<file path="config.mk">
export PLATFORM = sky130hd
export DESIGN_NAME = csd_div_cell
export DESIGN_NICKNAME = d
export VERILOG_FILES = /design/src/rtl/csd_pkg.sv /design/src/rtl/csd_div_cell.sv
export SDC_FILE = /design/constraint.sdc
export NUM_CORES = 1
export LEC_CHECK = 0
export BUFFER_PORTS_ARGS = -buffer_cell sky130_fd_sc_hd__buf_2
export CAP_MARGIN = 0
export CORE_MARGIN = 2
export CORE_UTILIZATION = 47
export CTS_CLUSTER_DIAMETER = 40
export DETAILED_ROUTE_END_ITERATION = 16
export PLACE_DENSITY = 0.81
export SLEW_MARGIN = 20
export SYNTH_ARGS = -nofsm -noshare
export SYNTH_HDL_FRONTEND = slang
export SYNTH_SLANG_ARGS = --single-unit
</file>
<file path="constraint.sdc">
create_clock -name clk -period 1.1 [get_ports clk]
set_clock_uncertainty 0.2 [all_clocks]
set_input_delay 0.055 -clock clk [delete_from_list [all_inputs] [get_ports clk]]
set_output_delay 0.055 -clock clk [all_outputs]
set_load 0.02 [all_outputs]
</file>
<file path="src/rtl/csd_pkg.sv">
// Shared constants, control bundle and arctangent table for the concentric disk map.
`timescale 1ns / 1ps
package csd_pkg;

    localparam int GUARD = 24;
    localparam int QBITS = 31;
    localparam int ZW = 33;
    localparam logic [29:0] PI4_Q30 = 30'd843314857;
    localparam logic [29:0] KC_Q30 = 30'd652032874;

    typedef struct packed {
        logic       valid;
        logic [1:0] region;
        logic       neg;
        logic       den_zero;
    } csd_ctl_t;

    function automatic logic [29:0] atan_q30(input logic [4:0] idx);
        logic [29:0] v;
        case (idx)
            5'd0: v = 30'd843314857;
            5'd1: v = 30'd497837829;
            5'd2: v = 30'd263043837;
            5'd3: v = 30'd133525159;
            5'd4: v = 30'd67021687;
            5'd5: v = 30'd33543516;
            5'd6: v = 30'd16775851;
            5'd7: v = 30'd8388437;
            5'd8: v = 30'd4194283;
            5'd9: v = 30'd2097149;
            5'd31: v = 30'd1;
            default: v = 30'd1 << (5'd30 - idx);
        endcase
        return v;
    endfunction

endpackage

</file>
<file path="src/rtl/csd_div_cell.sv">
// One restoring division cell: produces one quotient bit per beat.
`timescale 1ns / 1ps
module csd_div_cell #(
    parameter int IN_BITS = 16,
    parameter bit FIRST = 1'b0
) (
    input  logic                    clk,
    input  logic                    rst_n,
    input  logic                    en,
    input  csd_pkg::csd_ctl_t       ctl_in,
    input  logic [IN_BITS:0]        ud_in,
    input  logic [IN_BITS:0]        rem_in,
    input  logic [csd_pkg::QBITS-1:0] q_in,
    output csd_pkg::csd_ctl_t       ctl_out,
    output logic [IN_BITS:0]        ud_out,
    output logic [IN_BITS:0]        rem_out,
    output logic [csd_pkg::QBITS-1:0] q_out
);
    import csd_pkg::*;

    logic [IN_BITS+1:0] part;
    logic               ge;
    logic [IN_BITS+1:0] diff;
    csd_ctl_t           ctl_reg;
    logic [IN_BITS:0]   ud_reg;
    logic [IN_BITS:0]   rem_reg;
    logic [QBITS-1:0]   q_reg;
    logic [IN_BITS:0]   rem_next;

    always_comb
    begin
        part = FIRST ? {1'b0, rem_in} : {rem_in, 1'b0};
        ge = part >= {1'b0, ud_in};
        diff = part - {1'b0, ud_in};
        rem_next = ge ? diff[IN_BITS:0] : part[IN_BITS:0];
    end

    always_ff @(posedge clk or negedge rst_n)
    begin
        if (!rst_n)
        begin
            ctl_reg <= '0;
        end
        else if (en)
        begin
            ctl_reg <= ctl_in;
        end
    end

    always_ff @(posedge clk)
    begin
        if (en)
        begin
            ud_reg <= ud_in;
            rem_reg <= rem_next;
            q_reg <= {q_in[QBITS-2:0], ge};
        end
    end

    assign ctl_out = ctl_reg;
    assign ud_out = ud_reg;
    assign rem_out = rem_reg;
    assign q_out = q_reg;
endmodule

</file>
==> impl_metrics.csv <==
group,metric,value,unit
outcome,status,"finished with violations",
outcome,violations,"hold timing, setup timing",
logic_synthesis,syn_area,3270,um^2
power,p_clk_share,25.9,%
power,ir_worst_vdd,0.000797,V
logic_synthesis,ys_seq_area_share,63.6,%
die,core_region_area,6760,um^2
logic_synthesis,yosysWarnings,0,
critical_path,crit_top_cell,"buf_4",
global_route,grt_pass1_vias,3242,
clock_network,cts_sinks,70,
placed_design,detailed_place_hpwl,6220,um
logic_synthesis,synth_ff_type,"edfxtp_1",
global_route,grt_max_degree,26,
logic_synthesis,synthCells,223,
clock_network,clkTransAtPathRegs,80,ps
critical_path,worst_setup_path_start_kind,"input port",
power,power,8.23,mW
critical_path,slowest_delay,340,ps
logic_synthesis,synth.mux.area_fraction,7.04,%
detailed_routing,avgViaCountPerCell,5.89,
power,power_frac_comb,32.6,%
logic_synthesis,synth_compound_area_share,11.4,%
sta,fin_crit,2260,ps
logic_synthesis,synth_top_cells_by_area,"edfxtp_1, ha_1, mux2_2, dfrtp_1, inv_1",
logic_synthesis,synth_xor_area_share,2.95,%
critical_path,cp-end-kind,"flop",
logic_synthesis,synthAdderAreaFrac,7.12,%
worst_hold_path,hold_path_class,"input port to flop",
cells_and_area,antennaDiodeCount,0,
die,io-pin-count,143,
logic_synthesis,synth_top_family_by_area,"compound AO/OA/AOI/OAI gates",
clock_network,clockBufferDepth,2,
detailed_routing,wl,15000,um
sta,setup_viol,89,
power,leakagePower,2.76,nW
logic_synthesis,synth_top_area_cell,"edfxtp_1",
global_route,antenna_found_initial,0,
clock_network,tritoncts,"yes",
power,p_per_area,1360,nW/um^2
clock_network,cts-root-buf,"clkbuf_8",
sta,fin_crit_sh,205,%
sta,finalHoldViolCount,16,
run,maxCapViolations,0,
sta,final.setup.tns,-23670,ps
cells_and_area,area_growth,85.5,%
cells_and_area,drive_above_1_share,51.2,%
die,fp.dieW,87.4,um
critical_path,crit_arrival,2150,ps
critical_path,critPathRequiredTime,990,ps
sta,rsz0062_at_grt,"yes",
clock_network,numCtsBuffers,9,
die,die-area,7640,um^2
placed_design,place.gp.congestion,0.863,
clock_network,clkLatencyLatePin,340,ps
critical_path,cp_max_fo,3,
sta,maxSlewViolCount,0,
critical_path,critPathKind,"input port to flop",
global_route,grt_usage,30.1,%
logic_synthesis,avgSynthCellArea,14.7,um^2
sta,max_slew_margin,73.2,%
placed_design,port_buffers,141,
logic_synthesis,ys_seq_elements,70,
logic_synthesis,synth_top_area_share,59.7,%
sta,setup_slack,-1160,ps
sta,max_freq,443,MHz
detailed_routing,drc_errors,0,
power,seqPwrFrac,41.5,%
sta,max_slew.worst_pin.slew,398,ps
detailed_routing,vias,3485,
global_route,grt_pass1_wl,17000,um
logic_synthesis,syn_nets,314,
sta,holdWs,-285,ps
clock_network,cts_max_level,3,
power,switching_share,31.0,%
logic_synthesis,synth-simple-area-share,5.05,%
global_route,grt_overflow_total,0,
detailed_routing,wire_per_inst,25.3,um
detailed_routing,antenna_left,0,
logic_synthesis,ys_types,44,
logic_synthesis,synth_edf_count,65,
placed_design,place_ws,-1440,ps
power,intPower,5.68,mW
detailed_routing,drtIter0Drc,352,
die,initial_core_util,48.4,%
critical_path,crit_chain,"buf_8, inv_4, fa_2, and2b_2, o2111ai_2, a32oi_2, buf_4, buf_4, a2111oi_2, a311oi_1, mux2_2",
cells_and_area,nets,598,
die,rows,30,
detailed_routing,drtPass1Iterations,5,
critical_path,crit_path_top_delay_cell,"a2111oi_2",
power,switching_power,2.56,mW
logic_synthesis,async_flop_share,7.14,%
die,die_y,87.4,um
per-stage QoR:
stage / instances / instance area, um^2 / hold WS, ps / utilization [%]
after floorplan: 223 / 3320 / -441 / -
after global placement: 504 / 4640 / -330 / 68.7
after detailed placement: 504 / 4640 / -327 / 68.7
after CTS: 591 / 5710 / -309 / 84.6
after global routing: 592 / 6060 / -294 / 89.7
final: 592 / 6060 / -285 / 89.7
worst paths after layout:
check,from,to,slack [ps],cells past startpoint
min in group asynchronous,rst_n,ctl_out[3]$_DFFE_PN0P_,380,3
max in group asynchronous,rst_n,ctl_out[2]$_DFFE_PN0P_,170,3
worst min-delay path,ud_in[1],ud_out[1]$_DFFE_PP_,-280,1
worst min register to register,ctl_out[2]$_DFFE_PN0P_,ctl_out[2]$_DFFE_PN0P_,400,1
worst max-delay path,rem_in[0],rem_out[16]$_DFFE_PP_,-1160,11
worst max register to register,ctl_out[4]$_DFFE_PN0P_,ctl_out[4]$_DFFE_PN0P_,-50,2
cell type report:
class	instances	area, um^2
fillers	236	696
repair buffers	274	2390
flip-flops and latches	70	2080
well taps	80	100
multi-input cells	130	1210
clock buffers	10	128
inverters	22	87.6
clock inverters	6	62.6
kinds of logic (layout without fill, tap and decap cells):
family | count (synthesis) | in the layout
flip-flops | 70 | 70
AO/OA/AOI/OAI | 48 | 48
AND/OR/NAND/NOR | 34 | 34
buffers and inverters | 23 | 312
multiplexers | 19 | 19
adder cells (fa/ha/maj) | 18 | 18
XOR/XNOR | 11 | 11
power groups by stage:
| stage | Sequential, mW | Clock, mW | Combinational [mW] |
|---|---|---|---|
| 2_1_floorplan | 3.70 | 0 | 0.643 |
| 3_3_place_gp | 3.34 | 0 | 1.79 |
| 3_5_place_dp | 3.35 | 0 | 1.85 |
| 4_1_cts | 3.31 | 2.06 | 2.21 |
| 5_1_grt | 3.43 | 2.21 | 2.77 |
| 6_report | 3.42 | 2.13 | 2.68 |
Yosys cell counts, drive strengths merged (2+ instances only):
| cell type | number |
|---|---|
| a211o | 2 |
| a21o | 8 |
| a21oi | 12 |
| and2 | 2 |
| dfrtp | 5 |
| edfxtp | 65 |
| ha | 17 |
| inv | 22 |
| mux2 | 17 |
| mux2i | 2 |
| nand2 | 10 |
| nand2b | 4 |
| nand3 | 2 |
| nor2 | 9 |
| nor3 | 2 |
| o211ai | 3 |
| o21a | 4 |
| o21ai | 7 |
| xnor2 | 4 |
| xor2 | 7 |
cells in the final DEF (no fill, tap or decap), types with 2 or more instances in the layout:
cell type / count
a21oi_1: 10
dfrtp_1: 5
a21oi_2: 2
xor2_1: 6
mux2_2: 5
o21a_1: 4
nand2_1: 10
nor3_1: 2
ha_4: 4
o21ai_0: 5
dlygate4sd3_1: 65
nor2_1: 9
buf_2: 71
nand2b_1: 4
edfxtp_1: 65
a21o_1: 7
inv_4: 2
buf_4: 58
inv_1: 19
clkinvlp_4: 2
clkbuf_8: 9
xnor2_1: 4
buf_12: 5
a211o_1: 2
mux2_4: 12
ha_1: 13
buf_8: 2
buf_6: 73
o211ai_1: 3
nand3_1: 2
sequential cells by signal, summed over array words and instances, names as in the netlist:
register	flops
rem_out	17
ctl_out	5
ud_out	17
q_out	31
metal layers:
| layer | share of wire, % | GRT usage, % |
|---|---|---|
| met1 | 36 | 36.0 |
| met2 | 48 | 53.5 |
| met3 | 11 | 7.30 |
| met4 | 5.4 | 9.23 |
| met5 | 0 | 0 |
critical path, delay by kind of cell:
| kind | cells | cell delay (ps) |
|---|---|---|
| compound gates | 4 | 860 |
| mux | 1 | 290 |
| fa+ha+maj | 1 | 210 |
| buf+inv | 4 | 480 |
| simple gates | 1 | 250 |
repair_timing:
action / CTS / global route
resized for setup: 59 / 107
hold buffers: 65 / 1
endpoints found under the hold margin: 85 / 22
cloned: 0 / 0
endpoints found under the setup margin: 88 / 94
setup buffers: 6 / 2
pin swaps: 4 / 1
Power figures use the tool's default switching activity.
