===== src/rtl/csd_pkg.sv =====
// Shared constants, control bundle and arctangent table for the concentric disk map.
`timescale 1ns / 1ps
package csd_pkg;

    localparam int GUARD = 24;
    localparam int QBITS = 31;
    localparam int ZW = 33;
    localparam logic [29:0] PI4_Q30 = 30'd843314857;
    localparam logic [29:0] KC_Q30 = 30'd652032874;

    typedef struct packed {
        logic       valid;
        logic [1:0] region;
        logic       neg;
        logic       den_zero;
    } csd_ctl_t;

    function automatic logic [29:0] atan_q30(input logic [4:0] idx);
        logic [29:0] v;
        case (idx)
            5'd0: v = 30'd843314857;
            5'd1: v = 30'd497837829;
            5'd2: v = 30'd263043837;
            5'd3: v = 30'd133525159;
            5'd4: v = 30'd67021687;
            5'd5: v = 30'd33543516;
            5'd6: v = 30'd16775851;
            5'd7: v = 30'd8388437;
            5'd8: v = 30'd4194283;
            5'd9: v = 30'd2097149;
            5'd31: v = 30'd1;
            default: v = 30'd1 << (5'd30 - idx);
        endcase
        return v;
    endfunction

endpackage


===== src/rtl/csd_cordic_cell.sv =====
// One CORDIC rotation cell with a fixed shift and arctangent constant.
`timescale 1ns / 1ps
module csd_cordic_cell #(
    parameter int CW = 43,
    parameter int STAGE = 0
) (
    input  logic                       clk,
    input  logic                       rst_n,
    input  logic                       en,
    input  csd_pkg::csd_ctl_t          ctl_in,
    input  logic signed [CW-1:0]       x_in,
    input  logic signed [CW-1:0]       y_in,
    input  logic signed [csd_pkg::ZW-1:0] z_in,
    output csd_pkg::csd_ctl_t          ctl_out,
    output logic signed [CW-1:0]       x_out,
    output logic signed [CW-1:0]       y_out,
    output logic signed [csd_pkg::ZW-1:0] z_out
);
    import csd_pkg::*;

    localparam logic signed [ZW-1:0] ANG = ZW'(atan_q30(5'(STAGE)));

    logic signed [CW-1:0] dx;
    logic signed [CW-1:0] dy;
    csd_ctl_t             ctl_reg;
    logic signed [CW-1:0] x_reg;
    logic signed [CW-1:0] y_reg;
    logic signed [ZW-1:0] z_reg;

    assign dx = y_in >>> STAGE;
    assign dy = x_in >>> STAGE;

    always_ff @(posedge clk or negedge rst_n)
    begin
        if (!rst_n)
        begin
            ctl_reg <= '0;
        end
        else if (en)
        begin
            ctl_reg <= ctl_in;
        end
    end

    always_ff @(posedge clk)
    begin
        if (en)
        begin
            if (!z_in[ZW-1])
            begin
                x_reg <= x_in - dx;
                y_reg <= y_in + dy;
                z_reg <= z_in - ANG;
            end
            else
            begin
                x_reg <= x_in + dx;
                y_reg <= y_in - dy;
                z_reg <= z_in + ANG;
            end
        end
    end

    assign ctl_out = ctl_reg;
    assign x_out = x_reg;
    assign y_out = y_reg;
    assign z_out = z_reg;
endmodule


===== config.mk =====
export PLATFORM = sky130hd
export DESIGN_NAME = csd_cordic_cell
export DESIGN_NICKNAME = d
export VERILOG_FILES = /design/src/rtl/csd_pkg.sv /design/src/rtl/csd_cordic_cell.sv
export SDC_FILE = /design/constraint.sdc
export NUM_CORES = 1
export LEC_CHECK = 0
export ABC_AREA = 1
export BUFFER_PORTS_ARGS = -buffer_cell sky130_fd_sc_hd__buf_2
export CORE_ASPECT_RATIO = 0.6
export CORE_MARGIN = 8
export CORE_UTILIZATION = 50
export DETAILED_ROUTE_END_ITERATION = 8
export HOLD_SLACK_MARGIN = 0.05
export PLACE_DENSITY_LB_ADDON = 0.05
export SLEW_MARGIN = 15
export SYNTH_ARGS = -nofsm -noshare
export SYNTH_HDL_FRONTEND = slang
export SYNTH_SLANG_ARGS = --single-unit

===== constraint.sdc =====
create_clock -name clk -period 1.1 [get_ports clk]
set_clock_uncertainty 0.2 [all_clocks]
set_input_delay 0.11 -clock clk [delete_from_list [all_inputs] [get_ports clk]]
set_output_delay 0.11 -clock clk [all_outputs]
set_load 0.02 [all_outputs]

==> impl_metrics.tcl, run 1 <==
set metrics [dict create \
    status "aborted with a tool error" \
    haltStage "5_1_grt" \
    first-error "[ERROR GRT-0232] Routing congestion too high. Check the congestion heatmap in the GUI." \
    cts.sink_count 123 \
    gp_congestion 1.09 \
    synth_nets 2963 \
    portBuffers 250 \
    placementRows 51 \
    cts_max_level 4 \
    repair-timing-grt-worst-ep "y_out[37]$_DFFE_PP_/D" \
    grt_max_degree 82 \
    dpl_worst_slack_ps -1390 \
    ios 251 \
    die-width_um 249 \
    yosysSeqAreaShare 0.226 \
    ys_types 44 \
    hpwl_um 64300 \
    cts_root_buf "clkbuf_16" \
    ys_ff_latch 123 \
    synth_area_um2 16200 \
    die_h_um 156 \
    grt-ovfl-total 246 \
    syn_avg_cell_area_um2 6.07 \
    clk_path_buf_depth 2 \
    synthCells 2675 \
    yosys_warnings 0 \
    grt_use_total 0.828 \
    start_util 0.504 \
    worst-ep-kind "register data pin" \
    cts_buffers 17 \
]
==> stage by stage <==
stage                     instances  TNS, ps  area (um^2)
after floorplan                2675   -80010        18800
after global placement         3786  -126310        23800
after detailed placement       3786  -132170        23800
after CTS                      3889   -88310        27800
==> per-layer routing <==
metal | global-route usage | overflow
met5 | 0.624 | 2
met4 | 0.771 | 77
met3 | 0.785 | 30
met2 | 0.927 | 106
met1 | 0.814 | 31
==> timing repair <==
| item | CTS |
|---|---|
| hold buffers | 9 |
| pin swaps | 266 |
| setup endpoints to repair | 239 |
| cloned | 2 |
| resized for setup | 737 |
| setup buffers | 65 |
| hold endpoints to repair | 100 |
==> cell usage after synthesis, drive strengths merged <==
cell type,instances,share of area
nand2,950,0.22
inv,456,0.11
nor2,264,0.066
nand3,240,0.076
a21oi,172,0.054
ha,157,0.12
edfxtp,118,0.22
o21ai,96,0.031
buf,46,0.019
xor2,46,0.025
o21bai,26,0.012
nand4,16,0.0062
clkbuf,12,0.0028
nor3,12,0.0037
nand3b,6,0.0028
o22ai,6,0.0023
xnor2,6,0.0032
a21o,5,0.0023
and2,5,0.0019
dfrtp,5,0.0077
mux2,5,0.0035
o211ai,5,0.0035
fa,4,0.0049
o21a,4,0.0018
a31oi,3,0.0012
nor4,3,0.0012
or2,3,0.0012
a211oi,1,0.00046
and3,1,0.00039
clkinv,1,0.00023
o31ai,1,0.00046
==> cells by family after synthesis <==
kind of cell	Yosys count	share of synthesized area
simple gates	1500	0.380
buf+inv	515	0.128
compound gates	319	0.109
fa+ha+maj	161	0.126
flops	123	0.226
xor+xnor	52	0.0280
mux	5	0.00346
==> run 2: changes to the inputs <==
Settings changed: CORE_ASPECT_RATIO 0.6 to unset, CORE_UTILIZATION 50 to 35, HOLD_SLACK_MARGIN 0.05 to unset, PLACE_DENSITY_LB_ADDON 0.05 to 0.15.
==> impl_metrics.tcl, run 2 <==
set metrics [dict create \
    cts_buffers 17 \
    max_stage_delay_ps 280 \
    critPathCapture "x_out[37]$_DFFE_PP_" \
    grt-busiest-layer "met2" \
    dp_cells 3999 \
    hold_path_class "input port to flip-flop" \
    async_reset_ff_frac 0.0407 \
    gp_congestion 0.954 \
    post-route-min-period_ps 1780 \
    synth_commonest_cells "939 x nand2_1, 447 x inv_1, 236 x nor2_1" \
    diodes 0 \
    grt_antenna_before_repair 0 \
    nFillCells 4005 \
    clk_path_buf_depth 2 \
    critPathArrivalTime_ps 1830 \
    ys_ff_latch 123 \
    ys.flop_type "edfxtp_1" \
    viasPerCell 5.04 \
    r2r_cells 1 \
    drt_iter0_drc 1262 \
    nNetsFinal 3830 \
    yosysMostFrequentCell "nand2_1" \
    fin_cells 4162 \
    crit_type "input port to flip-flop" \
    start_util 0.352 \
    largest_reg_flops 43 \
    min_period_over_period 1.62 \
    clk_pin_slew_ps 70 \
    cts_max_level 4 \
    critPathMaxFanout 5 \
    maxCapViolCount 0 \
    cp.required_ps 1150 \
    synth_nets 2963 \
    slowest_stage "ha_4" \
    worst_pin_slew_ps 903 \
    dpl_worst_slack_ps -1390 \
    drv_slew 0 \
    r2r-end "ctl_out[1]$_DFFE_PN0P_" \
    use_met1 0.363 \
    worstSetupStartpoint "y_in[10]" \
    drive_gt1_frac 0.547 \
    yosys_warnings 0 \
    yosysSeqAreaShare 0.226 \
    use_met3 0.0495 \
    grtUsageMet2 0.506 \
    wl_um 80600 \
    grt_use_total 0.293 \
    grt_max_degree 61 \
    syn_avg_cell_area_um2 6.07 \
    violations "hold timing, setup timing" \
    dieArea_um2 53600 \
    leakage_nw 14.9 \
    synth_top_area_share 0.218 \
    postRouteAntennaNets 0 \
    cts.sink_count 123 \
    setup-violations-final 256 \
    worstPathCellList "buf_6 -> ha_4 -> buf_12 -> nor2_4 -> buf_6 -> inv_4 -> nor2_4 -> nand2_1 -> nand3b_1 -> nand3_4 -> nand2_2 -> nand2_1 -> nand2_2 -> nand3_2 -> nand2_2" \
    status "finished with violations" \
    setup_tns_ps -98200 \
    synth.area.top_cells "edfxtp_1 22%, nand2_1 22%, ha_1 12%, inv_1 10%, nand3_1 7.2%" \
    grt_pass1_wl_um 121000 \
    vias 20970 \
    ys_types 44 \
    clock.fmax_mhz 561 \
    synth_area_um2 16200 \
    maxSlewHeadroom 0.398 \
    regToRegStartpoint "ctl_out[1]$_DFFE_PN0P_" \
    synth-edff-count 118 \
    die-width_um 231 \
    placementRows 79 \
    ios 251 \
    power.total_mw 29.5 \
    r2r_setup_slack_ps 100 \
    cts_root_buf "clkbuf_16" \
    layout_commonest_cell "nand2_1" \
    drtPass1Iterations 6 \
    critPathLaunchType "input port" \
    area_growth_pct 86.1 \
    drc 0 \
    grt_pass1_vias 21212 \
    clk_latency_ps 490 \
    hpwl_um 65200 \
    yosysTopAreaCell "edfxtp_1" \
    ir_drop_uv 1150 \
    grt-ovfl-total 0 \
    end_kind "flip-flop" \
    coreArea_um2 46200 \
    drt-wirelength-per-cell_um 19.4 \
    synthCells 2675 \
    portBuffers 250 \
    hold_viol 71 \
    layout_setup_ws_ps -683 \
    cts_tree "done" \
    die_h_um 231 \
    cp_common_cell "nand2_2" \
    p_per_area_nw_per_um2 977 \
    holdWs_ps -132 \
    rsz0062_at_grt "true" \
    mostFrequentLayoutCells "593 x nand2_1, 517 x buf_4, 325 x inv_1" \
]
==> run 2: metal layers <==
layer	up-vias	share of wire
met5	-	0
li1	10180	-
met4	0	0.037
met1	9955	0.42
met2	683	0.49
met3	152	0.061
==> run 2: critical path, delay by kind of cell <==
kind,cells,cell delay [ps]
AND/OR/NAND/NOR,10,1040
adder cells (fa/ha/maj),1,280
buffers and inverters,4,390
==> run 2: layout make-up <==
class	count	area (um^2)	share of cell area
sequential	123	3670	0.121
tap	607	759	0.0251
timing repair inverter	2	32.5	0.00108
inverter	457	1910	0.0631
clock buffer	18	429	0.0142
multi-input combinational	2037	15600	0.514
clock inverter	14	146	0.00484
timing repair buffer	904	7750	0.256
==> run 2: cells by family after synthesis <==
| group | share of synthesized area |
|---|---|
| muxes | 0.00346 |
| and+or+nand+nor | 0.380 |
| AOI/OAI and AO/OA | 0.109 |
| xor gates and xnor gates | 0.0280 |
| buffers and inverters | 0.128 |
| adders and majority gates | 0.126 |
| DFF | 0.226 |
==> run 2: metrics by stage <==
step	util	cell area, um^2
floorplan	-	18800
global placement	0.524	24200
detailed placement	0.524	24200
CTS	0.625	28900
global route	0.655	30200
finish	0.655	30200
==> run 2: timing repair <==
action,CTS,global route
pin swaps,290,217
endpoints found under the hold margin,132,73
hold buffers,8,2
gates cloned,4,0
gates resized for setup,875,295
setup buffers,88,37
setup endpoints to repair,237,235
==> run 2: worst min path at each step <==
| stage | start | end | cells past startpoint |
|---|---|---|---|
| after detailed placement | rst_n | ctl_out[0]$_DFFE_PN0P_ | 1 |
| after global placement | rst_n | ctl_out[0]$_DFFE_PN0P_ | 1 |
| after CTS | z_in[0] | z_out[0]$_DFFE_PP_ | 2 |
| after global routing | en | ctl_out[4]$_DFFE_PN0P_ | 3 |
| after floorplan | rst_n | ctl_out[0]$_DFFE_PN0P_ | 0 |
| final | en | ctl_out[3]$_DFFE_PN0P_ | 3 |
==> run 2: power by group <==
group,switching (mW),total (mW),internal (mW)
registers,0.369,6.42,6.05
logic,9.63,17.2,7.53
clock network,2.64,5.96,3.32
total,12.6,29.5,16.9
(Power assumes the default switching activity.)
